<file path="src/design/gak_pkg.sv">
package gak_pkg;

    localparam int GAK_MAX_DIMS = 16;

    // configuration register indexes
    localparam logic [1:0] CFG_ACTIVE_DIMS = 2'd0;
    localparam logic [1:0] CFG_TAIL_ENABLE = 2'd1;
    localparam logic [1:0] CFG_NUGGET      = 2'd2;

    // 0.5*log2(e) in Q0.16
    localparam logic [15:0] LOG2E_HALF = 16'd47274;

    localparam logic signed [49:0] ACC_MAX = 50'sd140737488355327;
    localparam logic signed [49:0] ACC_MIN = -50'sd140737488355328;
    localparam logic signed [49:0] OUT_MAX = 50'sd549755813887;
    localparam logic signed [49:0] OUT_MIN = -50'sd549755813888;

    typedef enum logic [2:0] {
        S_IDLE,
        S_SQ,
        S_FIN_RD,
        S_EXP1,
        S_EXP2,
        S_MUL,
        S_ACC,
        S_OUT
    } t_state;

    // round(65536 * 2^(-j/16))
    function automatic logic [16:0] pow2_frac(input logic [4:0] j);
        logic [16:0] v;
        case (j)
            5'd0:    v = 17'd65536;
            5'd1:    v = 17'd62757;
            5'd2:    v = 17'd60097;
            5'd3:    v = 17'd57549;
            5'd4:    v = 17'd55109;
            5'd5:    v = 17'd52773;
            5'd6:    v = 17'd50535;
            5'd7:    v = 17'd48393;
            5'd8:    v = 17'd46341;
            5'd9:    v = 17'd44376;
            5'd10:   v = 17'd42495;
            5'd11:   v = 17'd40693;
            5'd12:   v = 17'd38968;
            5'd13:   v = 17'd37316;
            5'd14:   v = 17'd35734;
            5'd15:   v = 17'd34219;
            5'd16:   v = 17'd32768;
            default: v = 17'd32768;
        endcase
        return v;
    endfunction

endpackage

</file>
<file path="src/design/gp_additive_rbf_kernel_core.sv">
// Additive squared-exponential covariance core.
// A pooled or ignored element passes through S_SQ alone, a tail element also through S_EXP1,
// S_EXP2, S_MUL and S_ACC; after the last element the pooled term takes S_FIN_RD to S_ACC and
// the result registers in S_OUT, which waits while the result channel stalls.
// The input stalls until an element is through, as all share the single exp/multiply path.
// Reset (synchronous, active low) clears configuration, sums, weight valid bits and output
// valid; every table entry then reads as zero until written.
module gp_additive_rbf_kernel_core
    import gak_pkg::*;
#(
    parameter int MAX_DIMS = GAK_MAX_DIMS
) (
    input  logic               i_clk,
    input  logic               i_rst_n,
    // element / weight channel
    input  logic               i_in_valid,
    output logic               o_in_stall,
    input  logic               i_op,
    input  logic signed [15:0] i_coord_a,
    input  logic signed [15:0] i_coord_b,
    input  logic               i_last,
    input  logic               i_add_nugget,
    input  logic [4:0]         i_weight_index,
    input  logic signed [31:0] i_weight_value,
    // result channel
    output logic               o_out_valid,
    input  logic               i_out_stall,
    output logic signed [39:0] o_kernel_value,
    // configuration write channel
    input  logic               i_cfg_valid,
    output logic               o_cfg_ready,
    input  logic [1:0]         i_cfg_index,
    input  logic [31:0]        i_cfg_data
);
    localparam int DEPTH = MAX_DIMS + 1;
    localparam int AW    = $clog2(DEPTH);
    localparam int PW    = $clog2(MAX_DIMS + 1);

    // control state
    t_state                r_state, n_state;
    logic [PW-1:0]         r_cnt, n_cnt;
    logic [31:0]           r_pool, n_pool;
    logic signed [47:0]    r_acc, n_acc;
    logic                  r_fin, n_fin;
    logic [DEPTH-1:0]      r_wvalid;
    logic                  r_rdvalid;
    logic                  r_out_valid, n_out_valid;
    logic [4:0]            r_active;
    logic                  r_tail;
    logic [31:0]           r_nug;

    // payload
    logic signed [15:0]    r_a, r_b;
    logic                  r_last, r_addnug;
    logic [31:0]           r_s, n_s;
    logic [31:0]           r_w, n_w;
    logic signed [33:0]    r_term, n_term;
    logic signed [39:0]    r_out, n_out;

    logic                  in_acc;
    logic                  we;
    logic [7:0]            widx8;
    logic [AW-1:0]         raddr;
    logic [31:0]           rdata;
    logic [16:0]           e;

    logic signed [16:0]    d;
    logic [16:0]           ad;
    logic [33:0]           sq_full;
    logic [31:0]           sq;
    logic [32:0]           pool_sum;
    logic [7:0]            p8, a8, wi8;
    logic                  in_range, pooled_sel, tail_sel;
    logic [31:0]           mag;
    logic [48:0]           wprod;
    logic [32:0]           pmag;
    logic signed [49:0]    acc_sum, fin_sum;

    assign in_acc      = i_in_valid && !o_in_stall;
    assign o_in_stall  = (r_state != S_IDLE);
    assign o_cfg_ready = 1'b1;
    assign o_out_valid = r_out_valid;
    assign o_kernel_value = r_out;

    // weight table writes land only while idle, so no read can overlap them
    assign widx8 = 8'(i_weight_index);
    assign we    = in_acc && i_op && (widx8 <= 8'(MAX_DIMS));

    gak_ram #(.WIDTH(32), .DEPTH(DEPTH)) u_wtab (
        .i_clk   (i_clk),
        .i_we    (we),
        .i_waddr (widx8[AW-1:0]),
        .i_wdata (i_weight_value),
        .i_raddr (raddr),
        .o_rdata (rdata)
    );

    gak_exp u_exp (
        .i_clk (i_clk),
        .i_s   (r_s),
        .o_e   (e)
    );

    // configuration and weight valid bits
    always_ff @(posedge i_clk) begin
        if (!i_rst_n) begin
            r_active  <= '0;
            r_tail    <= 1'b0;
            r_nug     <= '0;
            r_wvalid  <= '0;
            r_rdvalid <= 1'b0;
        end else begin
            if (i_cfg_valid) begin
                case (i_cfg_index)
                    CFG_ACTIVE_DIMS: r_active <= i_cfg_data[4:0];
                    CFG_TAIL_ENABLE: r_tail   <= i_cfg_data[0];
                    CFG_NUGGET:      r_nug    <= i_cfg_data;
                    default:         ;
                endcase
            end
            if (we) begin
                r_wvalid[widx8[AW-1:0]] <= 1'b1;
            end
            r_rdvalid <= r_wvalid[raddr];
        end
    end

    // sequencer state
    always_ff @(posedge i_clk) begin
        if (!i_rst_n) begin
            r_state     <= S_IDLE;
            r_cnt       <= '0;
            r_pool      <= '0;
            r_acc       <= '0;
            r_fin       <= 1'b0;
            r_out_valid <= 1'b0;
        end else begin
            r_state     <= n_state;
            r_cnt       <= n_cnt;
            r_pool      <= n_pool;
            r_acc       <= n_acc;
            r_fin       <= n_fin;
            r_out_valid <= n_out_valid;
        end
    end

    always_ff @(posedge i_clk) begin
        if (in_acc) begin
            r_a      <= i_coord_a;
            r_b      <= i_coord_b;
            r_last   <= i_last;
            r_addnug <= i_add_nugget;
        end
        r_s    <= n_s;
        r_w    <= n_w;
        r_term <= n_term;
        r_out  <= n_out;
    end

    // squared difference, truncated to Q16.16
    always_comb begin
        d        = 17'(r_a) - 17'(r_b);
        ad       = d[16] ? 17'(-d) : 17'(d);
        sq_full  = 34'(ad) * 34'(ad);
        sq       = sq_full[33:8] == 26'd0 ? 32'd0 : 32'(sq_full[33:8]);
        pool_sum = 33'(r_pool) + 33'(sq);
        p8       = 8'(r_cnt);
        a8       = 8'(r_active);
        wi8      = p8 - a8 + 8'd1;
        in_range = p8 < 8'(MAX_DIMS);
        pooled_sel = p8 < a8;
        tail_sel = !pooled_sel && r_tail && (wi8 <= 8'(MAX_DIMS));
    end

    // signed weight times Q1.16 exponential, truncated toward zero
    always_comb begin
        mag   = r_w[31] ? 32'(-r_w) : r_w;
        wprod = 49'(mag) * 49'(e);
        pmag  = wprod[48:16];
        n_term = r_w[31] ? -34'(pmag) : 34'(pmag);
    end

    always_comb begin
        acc_sum = 50'(r_acc) + 50'(r_term);
        fin_sum = 50'(r_acc)
                + ((r_active != 5'd0) ? 50'(r_term) : 50'sd0)
                + (r_addnug ? $signed(50'(r_nug)) : 50'sd0);
    end

    // next state and datapath control
    always_comb begin
        n_state     = r_state;
        n_cnt       = r_cnt;
        n_pool      = r_pool;
        n_acc       = r_acc;
        n_fin       = r_fin;
        n_s         = r_s;
        n_w         = r_w;
        n_out       = r_out;
        n_out_valid = r_out_valid && i_out_stall;
        raddr       = '0;

        case (r_state)
            S_IDLE: begin
                if (in_acc && !i_op) begin
                    n_state = S_SQ;
                end
            end
            S_SQ: begin
                raddr = wi8[AW-1:0];
                n_fin = 1'b0;
                n_s   = sq;
                if (in_range) begin
                    n_cnt = r_cnt + PW'(1);
                    if (pooled_sel) begin
                        n_pool = pool_sum[32] ? 32'hFFFF_FFFF : pool_sum[31:0];
                    end
                end
                if (in_range && tail_sel) begin
                    n_state = S_EXP1;
                end else if (r_last) begin
                    n_state = S_FIN_RD;
                end else begin
                    n_state = S_IDLE;
                end
            end
            S_FIN_RD: begin
                raddr   = '0;
                n_fin   = 1'b1;
                n_s     = r_pool;
                n_state = S_EXP1;
            end
            S_EXP1: begin
                // unwritten entries read as zero
                n_w     = r_rdvalid ? rdata : 32'd0;
                n_state = S_EXP2;
            end
            S_EXP2: begin
                n_state = S_MUL;
            end
            S_MUL: begin
                n_state = S_ACC;
            end
            S_ACC: begin
                if (r_fin) begin
                    n_state = S_OUT;
                end else begin
                    if (acc_sum > ACC_MAX) begin
                        n_acc = ACC_MAX[47:0];
                    end else if (acc_sum < ACC_MIN) begin
                        n_acc = ACC_MIN[47:0];
                    end else begin
                        n_acc = acc_sum[47:0];
                    end
                    n_state = r_last ? S_FIN_RD : S_IDLE;
                end
            end
            S_OUT: begin
                if (!r_out_valid || !i_out_stall) begin
                    if (fin_sum > OUT_MAX) begin
                        n_out = OUT_MAX[39:0];
                    end else if (fin_sum < OUT_MIN) begin
                        n_out = OUT_MIN[39:0];
                    end else begin
                        n_out = fin_sum[39:0];
                    end
                    n_out_valid = 1'b1;
                    n_cnt   = '0;
                    n_pool  = '0;
                    n_acc   = '0;
                    n_state = S_IDLE;
                end
            end
            default: begin
                n_state = S_IDLE;
            end
        endcase
    end
endmodule

</file>
<file path="src/design/gak_ram.sv">
module gak_ram #(
    parameter int WIDTH = 32,
    parameter int DEPTH = 17
) (
    input  logic                     i_clk,
    input  logic                     i_we,
    input  logic [$clog2(DEPTH)-1:0] i_waddr,
    input  logic [WIDTH-1:0]         i_wdata,
    input  logic [$clog2(DEPTH)-1:0] i_raddr,
    output logic [WIDTH-1:0]         o_rdata
);
    logic [WIDTH-1:0] r_mem [DEPTH];
    logic [WIDTH-1:0] r_rdata;

    always_ff @(posedge i_clk) begin
        if (i_we) begin
            r_mem[i_waddr] <= i_wdata;
        end
        r_rdata <= r_mem[i_raddr];
    end

    assign o_rdata = r_rdata;
endmodule

</file>
<file path="src/design/gak_exp.sv">
// exp(-0.5*s), two register stages: scale to log2 domain, then interpolate and shift
module gak_exp
    import gak_pkg::*;
(
    input  logic        i_clk,
    input  logic [31:0] i_s,
    output logic [16:0] o_e
);
    logic [47:0] t_full;
    logic [31:0] r_t;
    logic [15:0] k;
    logic [4:0]  i_idx;
    logic [11:0] f;
    logic [16:0] t_lo;
    logic [16:0] t_hi;
    logic [16:0] diff;
    logic [28:0] dprod;
    logic [16:0] m;
    logic [16:0] n_e;
    logic [16:0] r_e;

    assign t_full = 48'(i_s) * 48'(LOG2E_HALF);

    always_ff @(posedge i_clk) begin
        r_t <= t_full[47:16];
        r_e <= n_e;
    end

    always_comb begin
        k     = r_t[31:16];
        i_idx = {1'b0, r_t[15:12]};
        f     = r_t[11:0];
        t_lo  = pow2_frac(i_idx);
        t_hi  = pow2_frac(i_idx + 5'd1);
        diff  = t_lo - t_hi;
        dprod = 29'(diff) * 29'(f);
        m     = t_lo - 17'(dprod >> 12);
        if (k >= 16'd17) begin
            n_e = '0;
        end else begin
            n_e = m >> k[4:0];
        end
    end

    assign o_e = r_e;
endmodule

</file>
<file path="config.mk">
export PLATFORM = sky130hd
export DESIGN_NAME = gp_additive_rbf_kernel_core
export DESIGN_NICKNAME = d
export VERILOG_FILES = /design/src/design/gak_pkg.sv /design/src/design/gp_additive_rbf_kernel_core.sv /design/src/design/gak_ram.sv /design/src/design/gak_exp.sv
export SDC_FILE = /design/constraint.sdc
export NUM_CORES = 2
export LEC_CHECK = 0
export ABC_AREA = 0
export BUFFER_PORTS_ARGS = -buffer_cell sky130_fd_sc_hd__buf_2
export CAP_MARGIN = 20
export CORE_ASPECT_RATIO = 1.25
export CORE_MARGIN = 2
export CORE_UTILIZATION = 45
export CTS_CLUSTER_DIAMETER = 40
export DETAILED_ROUTE_END_ITERATION = 16
export MAX_ROUTING_LAYER = met4
export PLACE_DENSITY = 0.59
export SETUP_SLACK_MARGIN = 0.3
export SKIP_CTS_REPAIR_TIMING = 1
export SYNTH_ARGS = -nofsm -noshare
export SYNTH_HDL_FRONTEND = slang
export SYNTH_SLANG_ARGS = --single-unit
</file>
<file path="constraint.sdc">
create_clock -name i_clk -period 14.8 [get_ports i_clk]
set_input_delay 1.48 -clock i_clk [delete_from_list [all_inputs] [get_ports i_clk]]
set_output_delay 1.48 -clock i_clk [all_outputs]
set_load 0.05 [all_outputs]
</file>
After elaboration in Yosys (flattened, before gate mapping):

Memory sizes are Yosys's and may differ from the RTL's. A register that Yosys moved wholly into a read port is not among the register bits.
Index checks and enable logic that the tools add are counted.

* register bits: 367
* bits in writable memories: 544
* memory bits (read-only): 816
* input bits: 111
* output and inout bits: 43
* logic and storage cells: 139
* memories: 3

* add/sub/neg operators: 14
* multiply operators: 4
* $lt $le $gt $ge: 12
* eq/ne operators: 14
* shift-type cells: 1
* mux-type cells: 37
* bitwise gates (word level): 1
* reductions and logical operators: 31

Memories
* (name not given): depth 32, bits a word 17, read ports 1, clocked after memory_dff 0, wr ports 0, line gak_pkg.sv:32 `case (j)`
* u_wtab.r_mem: depth 17, bits a word 32, read ports 1, clocked after memory_dff 1, wr ports 1, line gak_ram.sv:12 `logic [WIDTH-1:0] r_mem [DEPTH];`
* (name not given): depth 16, bits a word 17, read ports 1, clocked after memory_dff 1, wr ports 0, line gak_pkg.sv:32

Operators with widths (count)
* 32-bit 2-to-1 mux: 6
* 48-bit 2-to-1 mux: 4
* 32-bit one-hot mux with 2 select lines: 2
* 48-bit one-hot mux with 2 select lines: 1
* 48-bit by 50-bit adder with 50-bit output: 1
* 50-bit by 33-bit adder with 50-bit output: 1
* 50-bit by 40-bit > comparator with 1-bit output (second input constant): 1
* 50-bit by 40-bit < comparator with 1-bit output (second input constant): 1
* 50-bit 2-to-1 mux: 1
* 48-bit by 34-bit adder with 49-bit output: 1
* 49-bit by 48-bit > comparator with 1-bit output (second input constant): 1
* 49-bit by 48-bit < comparator with 1-bit output (second input constant): 1
* 32-bit by 17-bit multiplier with 49-bit output: 1
* 32-bit by 15-bit multiplier with 47-bit output (second input constant): 1
* 40-bit 2-to-1 mux: 1
* 17-bit by 17-bit multiplier with 34-bit output: 1
* 33-bit negation with 34-bit output: 1
* 17-bit subtractor: 2
* 32-bit by 26-bit adder with 33-bit output: 1
* 33-bit 2-to-1 mux: 1
* 32-bit negation: 1
* 17-bit by 12-bit multiplier with 29-bit output: 1
* 26-bit zero test: 1
* 26-bit 2-to-1 mux: 1
* other kinds (42): 80

Longest topological paths before layout:

* depth in word-level cells: 11
* gate-level depth with buffers: 52
* gate-level depth less buffers: 50

By module:

A second synthesis with hierarchy kept.

* cells, all modules: 8467
* area total of the unflattened synthesis: 88098.2 um^2

Modules (own cells, without submodules)
* gp_additive_rbf_kernel_core: instances 1, cells an instance 5405, area each 46758.6 um^2, seq. area each 7747.4 um^2
* gak_ram: instances 1, cells an instance 913, area each 21603.2 um^2, seq. area each 16976.3 um^2
* gak_exp: instances 1, cells an instance 2149, area each 19736.4 um^2, seq. area each 1321.3 um^2

Worst setup path before layout:

OpenSTA, ideal clock, no wires.

* kind: register -> register
* start: register r_b[0]
* end: register r_pool[17]
* library setup time: 74 ps
* arrival time: 11558 ps
* required time: 14726 ps
* setup slack: 3168 ps
* stages on the path, launching flop included: 46
* path buffers: 1
* clock period less this slack: 11632 ps
* cells stage by stage: edfxtp_1 -> ha_1 -> fa_1 -> nand2b_1 -> a21oi_1 -> o21ai_0 -> mux2_2 -> a22oi_1 -> or4b_1 -> or3_1 -> nor2_1 -> nor2_1 -> xnor2_2 -> clkinv_1 -> nand2b_1 -> inv_1 -> fa_1 -> fa_1 -> [10 not listed] -> nor2_1 -> a211oi_1 -> o21ba_2 -> o21bai_1 -> a21oi_1 -> xnor2_1 -> ha_1 -> nand3_1 -> nor3_1 -> nand3_1 -> nor3_1 -> o21ai_0 -> o211ai_1 -> a21oi_1 -> nor3b_1 -> clkbuf_1 -> nor2_1 -> o21ai_0

* word-level cells in the longest chain between the ends: 11

RTL lines
* start, declared: line gp_additive_rbf_kernel_core.sv:53 `logic signed [15:0] r_a, r_b;`
* start signal, assigned: line gp_additive_rbf_kernel_core.sv:150 `r_b <= i_coord_b;`
* 16-bit by 16-bit subtractor with 17-bit output *: line gp_additive_rbf_kernel_core.sv:162 `d = 17'(r_a) - 17'(r_b);`
* 17-bit negation: line gp_additive_rbf_kernel_core.sv:163 `ad = d[16] ? 17'(-d) : 17'(d);`
* 17-bit 2-to-1 mux *: line gp_additive_rbf_kernel_core.sv:163
* 17-bit by 17-bit multiplier with 34-bit output *: line gp_additive_rbf_kernel_core.sv:164 `sq_full = 34'(ad) * 34'(ad);`
* 26-bit zero test: line gp_additive_rbf_kernel_core.sv:165 `sq = sq_full[33:8] == 26'd0 ? 32'd0 : 32'(sq_full[33:8]);`
* 26-bit 2-to-1 mux *: line gp_additive_rbf_kernel_core.sv:165
* 32-bit by 26-bit adder with 33-bit output *: line gp_additive_rbf_kernel_core.sv:166 `pool_sum = 33'(r_pool) + 33'(sq);`
* 32-bit 2-to-1 mux *: line gp_additive_rbf_kernel_core.sv:216 `n_pool = pool_sum[32] ? 32'hFFFF_FFFF : pool_sum[31:0];`
* 32-bit 2-to-1 mux *: line gp_additive_rbf_kernel_core.sv:215 `if (pooled_sel) begin`
* 32-bit 2-to-1 mux *: line gp_additive_rbf_kernel_core.sv:213 `if (in_range) begin`
* 32-bit one-hot mux with 2 select lines *: line gp_additive_rbf_kernel_core.sv:203 `case (r_state)`
* end signal, assigned: line gp_additive_rbf_kernel_core.sv:140 `r_pool <= n_pool;`
* end, declared: line gp_additive_rbf_kernel_core.sv:42 `logic [31:0] r_pool, n_pool;`

Mark *: on every way between the ends. The rest lies on a longest branch, timed or not. The select of a mux whose other input is x is not followed.
A chain may end at the register's enable or synchronous reset.

Final worst setup path:

* start: register r_b[0]
* end: register r_pool[12]

Same word-level chain as after synthesis.

==> out/results.txt <==
clock insertion delay at the later pin of the skew report: 790 ps
flip-flop and latch count after synthesis: 960
gate count after technology mapping: 8216
antenna violations before repair: 19
number of optimization iterations in the first detailed-route pass: 5
Clock H-tree levels: 4
min Tclk post-route: 13350 ps
final layout net count: 10100
initial cell density of the core: 0.453
count of yosys warnings during synthesis: 0
most instantiated flip-flop cell in the synthesis netlist: sky130_fd_sc_hd__edfxtp_1
number of buffers created by CTS: 135
number of design-rule violations left by the first detailed-router iteration: 3562
mapped cell area: 0.0852 mm²
clock slew seen by the registers of the worst setup and hold paths: 60 ps
Worst Max-Slew Pin Slew: 1130 ps
cell area after layout: 0.0938 mm²
unrepaired setup endpoints after global routing: no
most prevalent standard cell on the critical path: sky130_fd_sc_hd__fa_1
Total Negative Setup Slacks: 0 ps
fraction of registers with async set/reset: 0
classification of the worst-slack hold path: flip-flop to flip-flop
number of DRC violations after detailed routing: 0
TritonCTS clock tree: done
Syn-to-layout area delta: 10.1%
type of destination of the critical path: flip-flop
highest achievable clock rate: 74.9 MHz
area of the die: 0.193 mm²
number of flops mapped to enable cells by yosys: 682
placed instance area: 0.0889 mm²
number of sinks handled by clock tree synthesis: 960
average footprint of a synthesized cell: 10.4 µm²
part of the Yosys area used for sequential elements: 0.306
antenna viol nets, final: 0
final estimated routing congestion in global placement: 0.948
tightest slew margin relative to the limit: 0.243
num rows: 178
crit path DAT: 13940 ps
final period utilization: 0.902
count of maximum capacitance violations: 0
maximum cell stage delay along the critical path: 710 ps
maximum clock insertion buffer count: 3
IO Count: 154
layout cell share with drive strength beyond 1: 0.0845
critical path class: flip-flop to flip-flop
hold violation total from the final report: 0
final worst clock skew: 42.7 ps
standard cell core area: 0.188 mm²
commonest non-fill, non-tap cells in the layout: sky130_fd_sc_hd__inv_1, sky130_fd_sc_hd__fa_1, sky130_fd_sc_hd__nand2_1
global-route wire length before repair: 351 mm
vias per cell: 5.48
Setup crit start kind: flip-flop
most common cell after layout, fill and taps aside: sky130_fd_sc_hd__inv_1
Total Wirelength: 221 mm
grt ovf: 0
maximum net fanout on the critical path: 26
count of distinct cell types in the synthesized netlist: 104
cell at the root of the clock tree: sky130_fd_sc_hd__clkbuf_16
Max Slew Vio Count: 0
total half-perimeter wirelength after legalization and detailed placement: 161 mm
cell type of the slowest stage on the worst timing path: sky130_fd_sc_hd__a2111oi_1
number of fill cells in the layout: 17000
Critical Path RT: 15400 ps
# setup viols final: 0
vias post-DR: 59900
Port Buffers: 152
status: finished clean
Wirelength per Cell: 20.2 µm
die extent in x: 393 µm
gr usage total: 0.239
maximum number of pins on one net before global-route repair: 91
number of global-route vias before repair: 62800
height of the die: 491 µm
Yosys cell counts, types with 112 or more instances:
cell / number / area (µm²)
sky130_fd_sc_hd__nor2_1: 345 / 1290
sky130_fd_sc_hd__o21ai_0: 251 / 1260
sky130_fd_sc_hd__ha_1: 710 / 8880
sky130_fd_sc_hd__xor2_1: 112 / 981
sky130_fd_sc_hd__a211oi_1: 162 / 1220
sky130_fd_sc_hd__a21o_1: 159 / 1190
sky130_fd_sc_hd__a21oi_1: 389 / 1950
sky130_fd_sc_hd__and2_1: 297 / 1860
sky130_fd_sc_hd__fa_1: 990 / 19800
sky130_fd_sc_hd__dfxtp_1: 278 / 5570
sky130_fd_sc_hd__edfxtp_1: 682 / 20500
sky130_fd_sc_hd__clkbuf_1: 324 / 1220
sky130_fd_sc_hd__nand2_1: 976 / 3660
sky130_fd_sc_hd__inv_1: 1162 / 4360
sky130_fd_sc_hd__xnor2_1: 222 / 1940
metrics by stage:
step / util / instances / worst slack [ps] / hold slack, ps
2_1_floorplan: - / 8227 / 3170 / 419
3_3_place_gp: 0.472 / 10700 / 1600 / 425
3_5_place_dp: 0.472 / 10700 / 1200 / 431
4_1_cts: 0.498 / 10900 / 1080 / 424
5_1_grt: 0.499 / 10900 / 490 / 450
6_report: 0.499 / 10900 / 1450 / 422
worst max-delay path: cells and delay by family (launching register included):
kind | cells | cell delay (ps)
flops | 1 | 370
fa+ha+maj | 10 | 4190
simple gates | 10 | 2270
xor+xnor | 2 | 510
compound gates | 16 | 4670
buf+inv | 5 | 820
mux | 1 | 290
cell families after synthesis:
kind of cell,share of synthesized area
simple gates,0.117
fa+ha+maj,0.337
buf+inv,0.0673
compound gates,0.107
flops,0.306
xor+xnor,0.0345
mux,0.0321
other cells,0.0000881
layer usage:
metal  vias to the layer above  GRT usage  share of wire
met3                       377     0.0322          0.047
li1                      27800          -              -
met1                     30200      0.307           0.43
met4                         0     0.0746          0.032
met5                         -          -              0
met2                      1497      0.391           0.49
sequential cells by signal, summed over array words and instances (netlist names), 3 cells and up:
signal	count
u_wtab.r_mem	544
r_acc	48
o_kernel_value	40
r_term	34
r_nug	32
r_pool	32
r_s	32
r_w	32
u_exp.r_t	32
u_wtab.o_rdata	32
r_wvalid	17
u_exp.o_e	17
u_exp.t_lo	17
r_a	16
r_b	16
r_active	5
r_cnt	5
r_state	3
cell type report:
type	instances	area, µm²	share of cell area
antenna	16	40.0	0.000427
clock buffer	151	3480	0.0371
clock inverter	99	1370	0.0146
inverter	1170	4390	0.0468
multi-input combinational	5748	53700	0.572
sequential	960	26100	0.278
tap	2520	3150	0.0336
timing repair buffer	262	1630	0.0174
final timing paths:
kind | startpoint | slack (ps) | cells past startpoint | end
worst max-delay path | r_b[0] | 1450 | 44 | r_pool[12]
worst min-delay path | u_wtab.r_mem[16][6] | 420 | 1 | u_wtab.o_rdata[6]
worst min register to register | u_wtab.r_mem[16][6] | 420 | 1 | u_wtab.o_rdata[6]
worst max register to register | r_b[0] | 1450 | 44 | r_pool[12]
Power is not shown: default switching activity piles up to over one toggle a cycle in this logic, so the estimate is an artifact.
